--- config.mk ---
export PLATFORM = sky130hd
export DESIGN_NAME = base58_decode_32_byte_top
export DESIGN_NICKNAME = d
export VERILOG_FILES = /design/src/rtl/core/b58d_pkg.sv /design/src/rtl/core/b58d_front.sv /design/src/rtl/core/b58d_queue.sv /design/src/rtl/core/b58d_back.sv /design/src/rtl/core/b58d_emit.sv /design/src/rtl/core/base58_decode_32_byte_top.sv
export SDC_FILE = /design/constraint.sdc
export NUM_CORES = 2
export LEC_CHECK = 0
export BUFFER_PORTS_ARGS = -buffer_cell sky130_fd_sc_hd__buf_2
export CORE_ASPECT_RATIO = 1.5
export CORE_UTILIZATION = 49
export DETAILED_ROUTE_END_ITERATION = 12
export HOLD_SLACK_MARGIN = 0.06
export MAX_ROUTING_LAYER = met4
export PLACE_DENSITY_LB_ADDON = 0.15
export SYNTH_ARGS = -nofsm -noshare
export SYNTH_HDL_FRONTEND = slang
export SYNTH_SLANG_ARGS = --single-unit
--- constraint.sdc ---
create_clock -name clk -period 41.1 [get_ports clk]
set_input_delay 12.33 -clock clk [delete_from_list [all_inputs] [get_ports clk]]
set_output_delay 12.33 -clock clk [all_outputs]
set_load 0.03 [all_outputs]
--- src/rtl/core/b58d_pkg.sv ---
// Shared types, constants and the character classifier for the Base58 decoder.
// No dependencies; every other file of the decoder imports this package.
package b58d_pkg;

    localparam int OUT_BYTES = 32;
    localparam int MAX_CHARS = 44;
    localparam int MIN_CHARS = 32;
    localparam int VAL_W     = 8 * OUT_BYTES;
    localparam int ACC_W     = VAL_W + 2;
    localparam int CNT_W     = 6;
    localparam int DIGIT_W   = 6;
    localparam int BEAT_W    = $clog2(OUT_BYTES);

    localparam logic [CNT_W-1:0] CNT_SAT   = '1;
    localparam logic [7:0]       CHAR_ONE  = 8'h31;
    localparam logic [CNT_W-1:0] MIN_COUNT = CNT_W'(MIN_CHARS);
    localparam logic [CNT_W-1:0] MAX_COUNT = CNT_W'(MAX_CHARS);
    localparam logic [CNT_W-1:0] ALL_BYTES = CNT_W'(OUT_BYTES);
    localparam logic [BEAT_W-1:0] LAST_BEAT = BEAT_W'(OUT_BYTES - 1);

    typedef struct packed {
        logic [7:0] text_char;
        logic       char_last;
    } char_beat_t;

    typedef struct packed {
        logic [7:0] data_byte;
        logic       decode_ok;
        logic       byte_last;
    } byte_beat_t;

    // One classified character as it travels through the queue.
    typedef struct packed {
        logic [DIGIT_W-1:0] digit;
        logic               bad;
        logic               is_one;
        logic               last;
    } cls_t;

    // A finished string handed from the accumulator to the emitter.
    typedef struct packed {
        logic [ACC_W-1:0] value;
        logic [CNT_W-1:0] count;
        logic [CNT_W-1:0] lead;
        logic             bad;
    } res_t;

    // Maps a character to its digit; bad is set outside the alphabet.
    function automatic cls_t classify(input char_beat_t c);
        cls_t r;
        logic [7:0] ch;
        ch       = c.text_char;
        r.digit  = '0;
        r.bad    = 1'b0;
        r.is_one = (ch == CHAR_ONE);
        r.last   = c.char_last;
        if (ch >= 8'h31 && ch <= 8'h39)
            r.digit = DIGIT_W'(ch - 8'h31);
        else if (ch >= 8'h41 && ch <= 8'h48)
            r.digit = DIGIT_W'(ch - 8'h41 + 8'd9);
        else if (ch >= 8'h4a && ch <= 8'h4e)
            r.digit = DIGIT_W'(ch - 8'h4a + 8'd17);
        else if (ch >= 8'h50 && ch <= 8'h5a)
            r.digit = DIGIT_W'(ch - 8'h50 + 8'd22);
        else if (ch >= 8'h61 && ch <= 8'h6b)
            r.digit = DIGIT_W'(ch - 8'h61 + 8'd33);
        else if (ch >= 8'h6d && ch <= 8'h7a)
            r.digit = DIGIT_W'(ch - 8'h6d + 8'd44);
        else
            r.bad = 1'b1;
        return r;
    endfunction

endpackage

--- src/rtl/core/b58d_front.sv ---
// Front end: accepts character beats and classifies them into digits.
// Depends on b58d_pkg.
module b58d_front (
    input  b58d_pkg::char_beat_t char_beat,
    input  logic                 char_valid,
    output logic                 char_stall,
    input  logic                 q_full,
    output logic                 q_push,
    output b58d_pkg::cls_t       q_wdata
);
    import b58d_pkg::*;

    assign char_stall = q_full;
    assign q_push     = char_valid & ~q_full;
    assign q_wdata    = classify(char_beat);

endmodule

--- src/rtl/core/b58d_queue.sv ---
// Two-entry queue of classified characters between front end and accumulator.
// Depends on b58d_pkg.
module b58d_queue (
    input  logic           clk,
    input  logic           rst_n,
    input  logic           push,
    input  b58d_pkg::cls_t wdata,
    output logic           full,
    input  logic           pop,
    output logic           valid,
    output b58d_pkg::cls_t rdata
);
    import b58d_pkg::*;

    cls_t       mem [2];
    logic       wr_ptr_reg, wr_ptr_next;
    logic       rd_ptr_reg, rd_ptr_next;
    logic [1:0] cnt_reg, cnt_next;

    assign full  = (cnt_reg == 2'd2);
    assign valid = (cnt_reg != 2'd0);
    assign rdata = mem[rd_ptr_reg];

    always_comb
    begin
        wr_ptr_next = wr_ptr_reg ^ push;
        rd_ptr_next = rd_ptr_reg ^ pop;
        cnt_next    = cnt_reg + {1'b0, push} - {1'b0, pop};
    end

    always_ff @(posedge clk or negedge rst_n)
    begin
        if (!rst_n)
        begin
            wr_ptr_reg <= 1'b0;
            rd_ptr_reg <= 1'b0;
            cnt_reg    <= 2'd0;
        end
        else
        begin
            wr_ptr_reg <= wr_ptr_next;
            rd_ptr_reg <= rd_ptr_next;
            cnt_reg    <= cnt_next;
        end
    end

    always_ff @(posedge clk)
    begin
        if (push)
        begin
            mem[wr_ptr_reg] <= wdata;
        end
    end

endmodule

--- src/rtl/core/b58d_back.sv ---
// Accumulator: value = value*58 + digit per character, with length and run counts.
// Depends on b58d_pkg; hands finished strings to b58d_emit.
module b58d_back (
    input  logic           clk,
    input  logic           rst_n,
    input  logic           q_valid,
    input  b58d_pkg::cls_t q_rdata,
    output logic           q_pop,
    output logic           res_valid,
    output b58d_pkg::res_t res,
    input  logic           res_take
);
    import b58d_pkg::*;

    logic [ACC_W-1:0] value_reg, value_next, value_upd;
    logic [CNT_W-1:0] count_reg, count_next, count_upd;
    logic [CNT_W-1:0] lead_reg, lead_next, lead_upd;
    logic             still_reg, still_next, still_upd;
    logic             bad_reg, bad_next, bad_upd;
    logic             res_valid_reg, res_valid_next;
    res_t             res_reg, res_next;

    assign res_valid = res_valid_reg;
    assign res       = res_reg;

    // A last character waits while the previous result is still held.
    assign q_pop = q_valid & (~q_rdata.last | ~res_valid_reg | res_take);

    always_comb
    begin
        // 58 = 32 + 16 + 8 + 2
        value_upd = (value_reg << 5) + (value_reg << 4) + (value_reg << 3)
                  + (value_reg << 1) + ACC_W'(q_rdata.digit);
        count_upd = (count_reg == CNT_SAT) ? count_reg : count_reg + 1'b1;
        still_upd = still_reg & q_rdata.is_one;
        lead_upd  = (still_upd && lead_reg != CNT_SAT) ? lead_reg + 1'b1 : lead_reg;
        bad_upd   = bad_reg | q_rdata.bad;

        value_next     = value_reg;
        count_next     = count_reg;
        lead_next      = lead_reg;
        still_next     = still_reg;
        bad_next       = bad_reg;
        res_next       = res_reg;
        res_valid_next = res_valid_reg & ~res_take;

        if (q_pop)
        begin
            if (q_rdata.last)
            begin
                res_next.value = value_upd;
                res_next.count = count_upd;
                res_next.lead  = lead_upd;
                res_next.bad   = bad_upd;
                res_valid_next = 1'b1;
                value_next     = '0;
                count_next     = '0;
                lead_next      = '0;
                still_next     = 1'b1;
                bad_next       = 1'b0;
            end
            else
            begin
                value_next = value_upd;
                count_next = count_upd;
                lead_next  = lead_upd;
                still_next = still_upd;
                bad_next   = bad_upd;
            end
        end
    end

    always_ff @(posedge clk or negedge rst_n)
    begin
        if (!rst_n)
        begin
            value_reg     <= '0;
            count_reg     <= '0;
            lead_reg      <= '0;
            still_reg     <= 1'b1;
            bad_reg       <= 1'b0;
            res_valid_reg <= 1'b0;
        end
        else
        begin
            value_reg     <= value_next;
            count_reg     <= count_next;
            lead_reg      <= lead_next;
            still_reg     <= still_next;
            bad_reg       <= bad_next;
            res_valid_reg <= res_valid_next;
        end
    end

    always_ff @(posedge clk)
    begin
        res_reg <= res_next;
    end

endmodule

--- src/rtl/core/b58d_emit.sv ---
// Result checker and byte emitter: validates a finished string, then shifts out bytes.
// Depends on b58d_pkg; fed by b58d_back.
module b58d_emit (
    input  logic                 clk,
    input  logic                 rst_n,
    input  logic                 res_valid,
    input  b58d_pkg::res_t       res,
    output logic                 res_take,
    output b58d_pkg::byte_beat_t byte_beat,
    output logic                 byte_valid,
    input  logic                 byte_stall
);
    import b58d_pkg::*;

    logic [VAL_W-1:0]  sr_reg, sr_next;
    logic              busy_reg, busy_next;
    logic              ok_reg, ok_next;
    logic [BEAT_W-1:0] beat_reg, beat_next;
    logic [OUT_BYTES-1:0] zero_byte;
    logic              canon_ok, res_ok, beat_done, fin;

    assign byte_valid          = busy_reg;
    assign byte_beat.data_byte = sr_reg[VAL_W-1 -: 8];
    assign byte_beat.decode_ok = ok_reg;
    assign byte_beat.byte_last = ~ok_reg | (beat_reg == LAST_BEAT);

    assign beat_done = busy_reg & ~byte_stall;
    assign fin       = beat_done & byte_beat.byte_last;
    assign res_take  = res_valid & (~busy_reg | fin);

    // Canonical form: the first lead bytes are zero and the byte after them is
    // not, which also covers the case with no leading ones.
    always_comb
    begin
        for (int i = 0; i < OUT_BYTES; i++)
        begin
            zero_byte[i] = (res.value[VAL_W-1-8*i -: 8] == 8'd0);
        end
        canon_ok = (res.lead <= ALL_BYTES);
        for (int i = 0; i < OUT_BYTES; i++)
        begin
            if (CNT_W'(i) < res.lead && !zero_byte[i])
                canon_ok = 1'b0;
            if (CNT_W'(i) == res.lead && zero_byte[i])
                canon_ok = 1'b0;
        end
        res_ok = canon_ok && !res.bad
              && res.count >= MIN_COUNT && res.count <= MAX_COUNT
              && res.value[ACC_W-1:VAL_W] == 2'd0;
    end

    always_comb
    begin
        sr_next   = sr_reg;
        busy_next = busy_reg;
        ok_next   = ok_reg;
        beat_next = beat_reg;
        if (res_take)
        begin
            sr_next   = res_ok ? res.value[VAL_W-1:0] : '0;
            ok_next   = res_ok;
            busy_next = 1'b1;
            beat_next = '0;
        end
        else if (fin)
        begin
            busy_next = 1'b0;
        end
        else if (beat_done)
        begin
            sr_next   = sr_reg << 8;
            beat_next = beat_reg + 1'b1;
        end
    end

    always_ff @(posedge clk or negedge rst_n)
    begin
        if (!rst_n)
        begin
            busy_reg <= 1'b0;
            ok_reg   <= 1'b0;
            beat_reg <= '0;
        end
        else
        begin
            busy_reg <= busy_next;
            ok_reg   <= ok_next;
            beat_reg <= beat_next;
        end
    end

    always_ff @(posedge clk)
    begin
        sr_reg <= sr_next;
    end

endmodule

--- src/rtl/core/base58_decode_32_byte_top.sv ---
// Base58 decoder for 256-bit values: one character beat in, 32 byte beats or one failure beat out.
// Depends on b58d_pkg, b58d_front, b58d_queue, b58d_back and b58d_emit.
// Throughput: one character per cycle unless stalled, set by the multiply-by-58 accumulator.
// A finished string is registered in b58d_back, then loaded into b58d_emit's shift register.
// A string's 32 output beats drain while the next string accumulates; a last character stalls
// only if the previous result has not started draining. Result, shift and queue data skip reset.
module base58_decode_32_byte_top (
    input  logic                 clk,
    input  logic                 rst_n,
    input  b58d_pkg::char_beat_t char_beat,
    input  logic                 char_valid,
    output logic                 char_stall,
    output b58d_pkg::byte_beat_t byte_beat,
    output logic                 byte_valid,
    input  logic                 byte_stall
);
    import b58d_pkg::*;

    // The front end classifies each character on the way into a two-entry
    // queue, so the input stalls only when the queue is full.
    logic q_full;
    logic q_push;
    logic q_pop;
    logic q_valid;
    cls_t q_wdata;
    cls_t q_rdata;

    // A finished string sits in a holding register in the accumulator until
    // the emitter is free to check it and start sending its bytes.
    logic res_valid;
    logic res_take;
    res_t res;

    b58d_front u_front (
        .char_beat  (char_beat),
        .char_valid (char_valid),
        .char_stall (char_stall),
        .q_full     (q_full),
        .q_push     (q_push),
        .q_wdata    (q_wdata)
    );

    b58d_queue u_queue (
        .clk   (clk),
        .rst_n (rst_n),
        .push  (q_push),
        .wdata (q_wdata),
        .full  (q_full),
        .pop   (q_pop),
        .valid (q_valid),
        .rdata (q_rdata)
    );

    b58d_back u_back (
        .clk       (clk),
        .rst_n     (rst_n),
        .q_valid   (q_valid),
        .q_rdata   (q_rdata),
        .q_pop     (q_pop),
        .res_valid (res_valid),
        .res       (res),
        .res_take  (res_take)
    );

    // The emitter drives the output beat straight from its registers.
    b58d_emit u_emit (
        .clk        (clk),
        .rst_n      (rst_n),
        .res_valid  (res_valid),
        .res        (res),
        .res_take   (res_take),
        .byte_beat  (byte_beat),
        .byte_valid (byte_valid),
        .byte_stall (byte_stall)
    );

endmodule

# --- After elaboration in Yosys (flattened, before gate mapping) ---
# Memories as Yosys holds them, arrays and structs flattened.
# Cells that the tools add are included.
op_classes:
  addsub: 20
  order_cmp: 47
  n_eq_ne: 37
  muxes: 96
  bitwise: 21
  n_reduce_logical: 147
ops:
  columns: ["op", "count"]
  rows:
  - ["$mux 256", 4]
  - ["$add 258x258->258", 3]
  - ["$add 258x6->258", 1]
  - ["$mux 257", 1]
  - ["$logic_not 8->1", 32]
  - ["$eq 5x6->1 const A", 16]
  - ["$lt 5x6->1 const A", 16]
  - ["$mux 1", 78]
  - ["$logic_and 1x1->1", 75]
  - ["$mux 6", 10]
  - ["$eq 4x6->1 const A", 8]
  - ["$lt 4x6->1 const A", 8]
  - ["$ge 8x7->1 const B", 5]
  - ["$le 8x7->1 const B", 5]
  - ["$logic_not 1->1", 33]
  - ["$eq 3x6->1 const A", 4]
  - ["$lt 3x6->1 const A", 4]
  - ["$sub 6x6->6 const B", 3]
  - ["$mux 5", 3]
  - ["$add 6x1->6 const B", 2]
  - ["$add 6x5->6 const B", 2]
  - ["$add 6x6->6 const B", 2]
  - ["$eq 2x6->1 const A", 2]
  - ["$le 6x6->1 const B", 2]
  - ["27 further kinds", 49]
totals:
  ff_bits: 810
  ramBits: 18
  output_inout_bits: 12
  elab_cells: 386
  n_memories: 1
mem_list:
  columns: ["name", "depth", "word_bits", "rd", "rd_ports_with_merged_regs", "wr", "line_no", "text"]
  rows:
  - ["u_queue.mem", 2, 9, 1, 0, 1, "b58d_queue.sv:15", "cls_t mem [2];"]

# --- Longest topological paths before layout ---
depth:
  ltp_word: 73
  depth_mapped: 19
  depth_no_buf: 18

# --- Hierarchy ---
# From an unflattened synthesis, not the netlist that was laid out.
hier_totals:
  cells_unflattened: 6879
  area_unflattened_um2: 68169.1
modules_own_cells:
  columns: ["mod", "n_inst", "cells_each", "area_per_inst_um2"]
  rows:
  - ["b58d_back", 1, 5881, 54370.9]
  - ["b58d_emit", 1, 835, 12009.0]
  - ["b58d_queue", 1, 44, 897.1]
  - ["b58d_front", 1, 119, 892.1]

# --- Worst setup path before layout ---
# No wires, ideal clock.
synth_path:
  kind: "in2reg"
  start: "in byte_stall"
  end: "reg u_back.res_reg (netlist bit u_back.res[0]) (enable)"
  t_arrival_ps: 24516
  t_required_ps: 40189
  path_slack_ps: 15673
  cell_stages: 7
  path_buffers: 3
  path_cell_list: "nand2b_1 nand3_1 o22ai_1 clkbuf_1 clkbuf_1 clkbuf_1 nor2_1"
synth_via:
  elab_chain_len: 8
synth_lines:
  columns: ["element", "line_no", "text"]
  rows:
  - ["start, declared", "base58_decode_32_byte_top.sv:15", "input logic byte_stall"]
  - ["$not 1->1", "b58d_emit.sv:27", "assign beat_done = busy_reg & ~byte_stall;"]
  - ["$and 1x1->1", "b58d_emit.sv:27", null]
  - ["$and 1x1->1", "b58d_emit.sv:28", "assign fin = beat_done & byte_beat.byte_last;"]
  - ["$or 1x1->1", "b58d_emit.sv:29", "assign res_take = res_valid & (~busy_reg | fin);"]
  - ["$and 1x1->1", "b58d_emit.sv:29", null]
  - ["$or 1x1->1", "b58d_back.sv:27", "assign q_pop = q_valid & (~q_rdata.last | ~res_valid_reg | res_take);"]
  - ["$and 1x1->1", "b58d_back.sv:27", null]
  - ["$reduce_and 2->1 (no line)", null, null]
  - ["end signal, assigned", "b58d_back.sv:97", "res_reg <= res_next;"]
  - ["end, declared", "b58d_back.sv:21", "res_t res_reg, res_next;"]
# Every way passes these cells.
# A chain may end at the register's enable or synchronous reset.

# --- Worst setup path after layout ---
layout_path:
  start: "in byte_stall"
  end: "reg u_emit.sr_reg[150], data pin"
layout_via:
  elab_chain_len: 6
layout_lines:
  columns: ["element", "line_no", "text"]
  rows:
  - ["$not 1->1", "b58d_emit.sv:27", null]
  - ["$and 1x1->1", "b58d_emit.sv:27", null]
  - ["$and 1x1->1", "b58d_emit.sv:28", null]
  - ["$or 1x1->1", "b58d_emit.sv:29", null]
  - ["$and 1x1->1", "b58d_emit.sv:29", null]
  - ["$mux 256", "b58d_emit.sv:58", "if (res_take)"]
  - ["via u_emit.sr_next[150]", "b58d_emit.sv:15", "logic [VAL_W-1:0] sr_reg, sr_next;"]
  - ["end signal, assigned", "b58d_emit.sv:94", "sr_reg <= sr_next;"]
  - ["end, declared", "b58d_emit.sv:15", null]
# The timed path passes the listed nets, and every way through them passes these cells.

==> out/qor.txt <==
CP Capture Type: flop
Worst hold-check path type: reg2reg
Hold Crit Start: u_back.still_reg$_DFFE_PN1P_
Setup TNS: 0 ns
Clock transition at path regs: 0.06 ns
Startpoint Class: input port
Clock Latency Late Sink: 0.74 ns
P&R area growth vs syn: 7.15%
First drt pass iteration count: 6
Layout cell share with drive strength beyond 1: 4.79%
Max-slew headroom: 7.67%
Library cells used by synthesis: 86
Initial detailed-routing violation count: 3709
Highest routed layer: met4
Synthesized area: 64300 µm²
Initial antenna violation count: 8
Synth async-reset ratio: 34.2%
Hold Slack: 0.507 ns
Clk Tree Root Cell: clkbuf_16
Hpwl dp: 188000 µm
Area contributors post-synth: edfxtp_1 25%, fa_1 16%, dfrtp_1 11%
Vias in the first global route: 51524
Worst Clk Skew: 0.0388 ns
Max reg flops: 271
Post-route antenna net violation count: 0
Mean Syn Cell Area: 10.8 µm²
Status: finished clean
First-pass GRT wire length: 339000 µm
Top post-synthesis cells by count: 545 x edfxtp_1, 537 x nand2_1, 530 x ha_1, 523 x a21oi_1, 509 x fa_1
Post-synthesis sequential area ratio: 36.5%
Final #Nets: 6866
Critical-path cell list: buf_2 -> nand2b_1 -> nand2_1 -> nand2_4 -> or4_1 -> a21oi_1 -> nand4_1 -> a21oi_1 -> nand2_1 -> nor3_2 -> buf_4 -> buf_4 -> a22o_1
Core ar.: 130000 µm²
Area share of the largest cell type after synthesis: 25.5%
Routability cong.: 1.06
Drt drc: 0
Achievable frequency: 62.5 MHz
Crit path DAT: 16.56 ns
Critical path class: in2reg
Post-CTS Setup Bufs: 0
Detailed-route via count: 49337
Number of synthesized flops with an enable pin: 545
Mapped Cells: 5951
Post-route core utilization: 53.0%
RSZ-0062 raised after global routing: false
Initial Utilization: 49.5%
Yosys Warn Count: 0
CTS resizes: 0
Crit-path leading delay family: simple AND/OR/NAND/NOR gates
Floorplan row count: 162
Worst-Margin Slew: 1.39 ns
Final Cycle Share: 38.9%
Die Y: 446 µm
Max Root-Sink Buffers: 3
R2r endpoint: u_back.res[227]$_DFFE_PP_
Largest net degree at the start of global routing: 189
Die ar.: 133000 µm²
Worst EP required: 41.67 ns
# setup viols final: 0
Die X-Extent: 298 µm
Max stage delay on crit path: 0.87 ns
Hold-critical path endpoint: u_back.still_reg$_DFFE_PN1P_
Minimum clock period: 15.99 ns
Met2 WL: 120000 µm
I/O Pins: 25
Wl on met1: 80400 µm
Max Cap Viol: 0
Slew Limit Fails: 0
Routed WL: 230000 µm
Worst Path Max Fanout: 97
Number of buffers and inverters on the critical path: 3
Port bufs: 24
Final Cell Area: 68900 µm²
Setup slack, reg-to-reg: 33.08 ns
Critical R2R Launch: u_queue.rd_ptr_reg$_DFF_PN0_
Met3 Wirelength: 8400 µm
WL/cell: 30.2 µm
Post-synth top flop: edfxtp_1
Top-count cell post-synth: edfxtp_1
Cells on worst reg2reg path: 19
Synth area leader: edfxtp_1
CTS HTree Levels: 3
Hold path depth: 2
Routed vias/inst: 6.47
Hold-fix buffers, CTS: 0
CTS Sinks: 828
Net Count, Synth: 7003
CTS tree: yes
Total CTS buffers: 87
Gr usage total: 35.9%
Highest-delay cell along the critical path: buf_4
Final hold vios: 0
Congestion Overflow GR: 0
Post-DP Area: 65800 µm²
Yosys reg bits: 828
## area by class of cell
cell class | instances | area [µm²]
fill | 11471 | 61100
multi-input combinational | 4737 | 39400
sequential | 828 | 23400
clock buffer | 112 | 2360
tap | 1722 | 2150
clock inverter | 50 | 666
timing repair buffer | 70 | 500
inverter | 90 | 338
antenna | 11 | 27.5
## how the worst max path moves through the flow
stage                           from  cells after the start                      endpoint  slack [ns]
after floorplan           byte_stall                      7       u_back.res[0]$_DFFE_PP_       15.67
after global placement    byte_stall                     13  u_emit.sr_reg[147]$_DFFE_PP_       24.56
after detailed placement  byte_stall                     13  u_emit.sr_reg[118]$_DFFE_PP_       24.52
after CTS                 byte_stall                     13  u_emit.sr_reg[150]$_DFFE_PP_       25.27
after global routing      byte_stall                     13  u_emit.sr_reg[145]$_DFFE_PP_       24.85
final                     byte_stall                     13  u_emit.sr_reg[150]$_DFFE_PP_       25.11
## worst register-to-register path: stages (launching register included)
cell and delay [ns]:
dfrtp_1 0.67, mux2_2 0.43, fa_1 0.47, fa_1 0.51
fa_1 0.54, fa_1 0.47, a21o_1 0.19, a221o_1 0.37
a41oi_1 0.40, a31o_2 0.25, a21oi_1 0.15, nor3_2 0.14
buf_4 0.27, o21ai_0 0.25, a211oi_1 0.79, o21bai_1 0.51
a21oi_1 0.52, buf_4 0.24, o21ai_0 0.29, xor2_1 0.25
## cell families (layout without fill, tap and decap cells)
kind of cell,after synthesis,in the layout,synth area share [%]
adders and majority gates,1040,1040,26.2
muxes,17,17,0.282
xor gates and xnor gates,268,268,3.65
AOI/OAI and AO/OA,1841,1841,19.4
and+or+nand+nor,1571,1571,11.6
other,0,11,0
DFF,828,828,36.5
buffers and inverters,386,322,2.37
## placed cells by master (no fill, tap or decap), types with 19 or more instances in the layout
| master | Yosys | final |
|---|---|---|
| a21boi_0 | 39 | 39 |
| a21o_1 | 74 | 74 |
| a21oi_1 | 523 | 523 |
| a221oi_1 | 19 | 19 |
| a22o_1 | 477 | 477 |
| a31o_2 | 22 | 22 |
| a31oi_1 | 34 | 34 |
| and2_1 | 39 | 39 |
| and3_1 | 31 | 31 |
| and4_1 | 24 | 24 |
| buf_2 | 28 | 23 |
| buf_4 | 10 | 44 |
| clkbuf_16 | 0 | 89 |
| dfrtp_1 | 282 | 282 |
| edfxtp_1 | 545 | 545 |
| fa_1 | 509 | 509 |
| ha_1 | 530 | 530 |
| inv_1 | 88 | 88 |
| nand2_1 | 537 | 536 |
| nand2b_1 | 26 | 26 |
| nand3_1 | 100 | 100 |
| nand4_1 | 159 | 159 |
| nor2_1 | 358 | 356 |
| nor2b_1 | 19 | 19 |
| nor3_1 | 100 | 99 |
| nor4_1 | 100 | 99 |
| o21a_1 | 36 | 36 |
| o21ai_0 | 343 | 343 |
| o21bai_1 | 75 | 75 |
| o31ai_1 | 37 | 36 |
| or3_1 | 25 | 25 |
| xnor2_1 | 160 | 160 |
| xor2_1 | 108 | 108 |
## per-layer routing
metal	vias to the layer above	global-route usage, %
li1	22159	-
met1	24921	36.7
met2	1630	63.9
met3	627	3.22
met4	0	26.9
met5	-	-
## stage by stage
| stage | setup WS, ns | cells |
|---|---|---|
| detailed placement | 24.52 | 7447 |
| global placement | 24.56 | 7447 |
| finish | 25.11 | 7620 |
| CTS | 25.27 | 7609 |
| floorplan | 15.67 | 5951 |
| global route | 24.85 | 7615 |
Power is left out: the tool's default activity adds up to more than one toggle a clock period on the data nets, which glitch-free logic cannot reach.
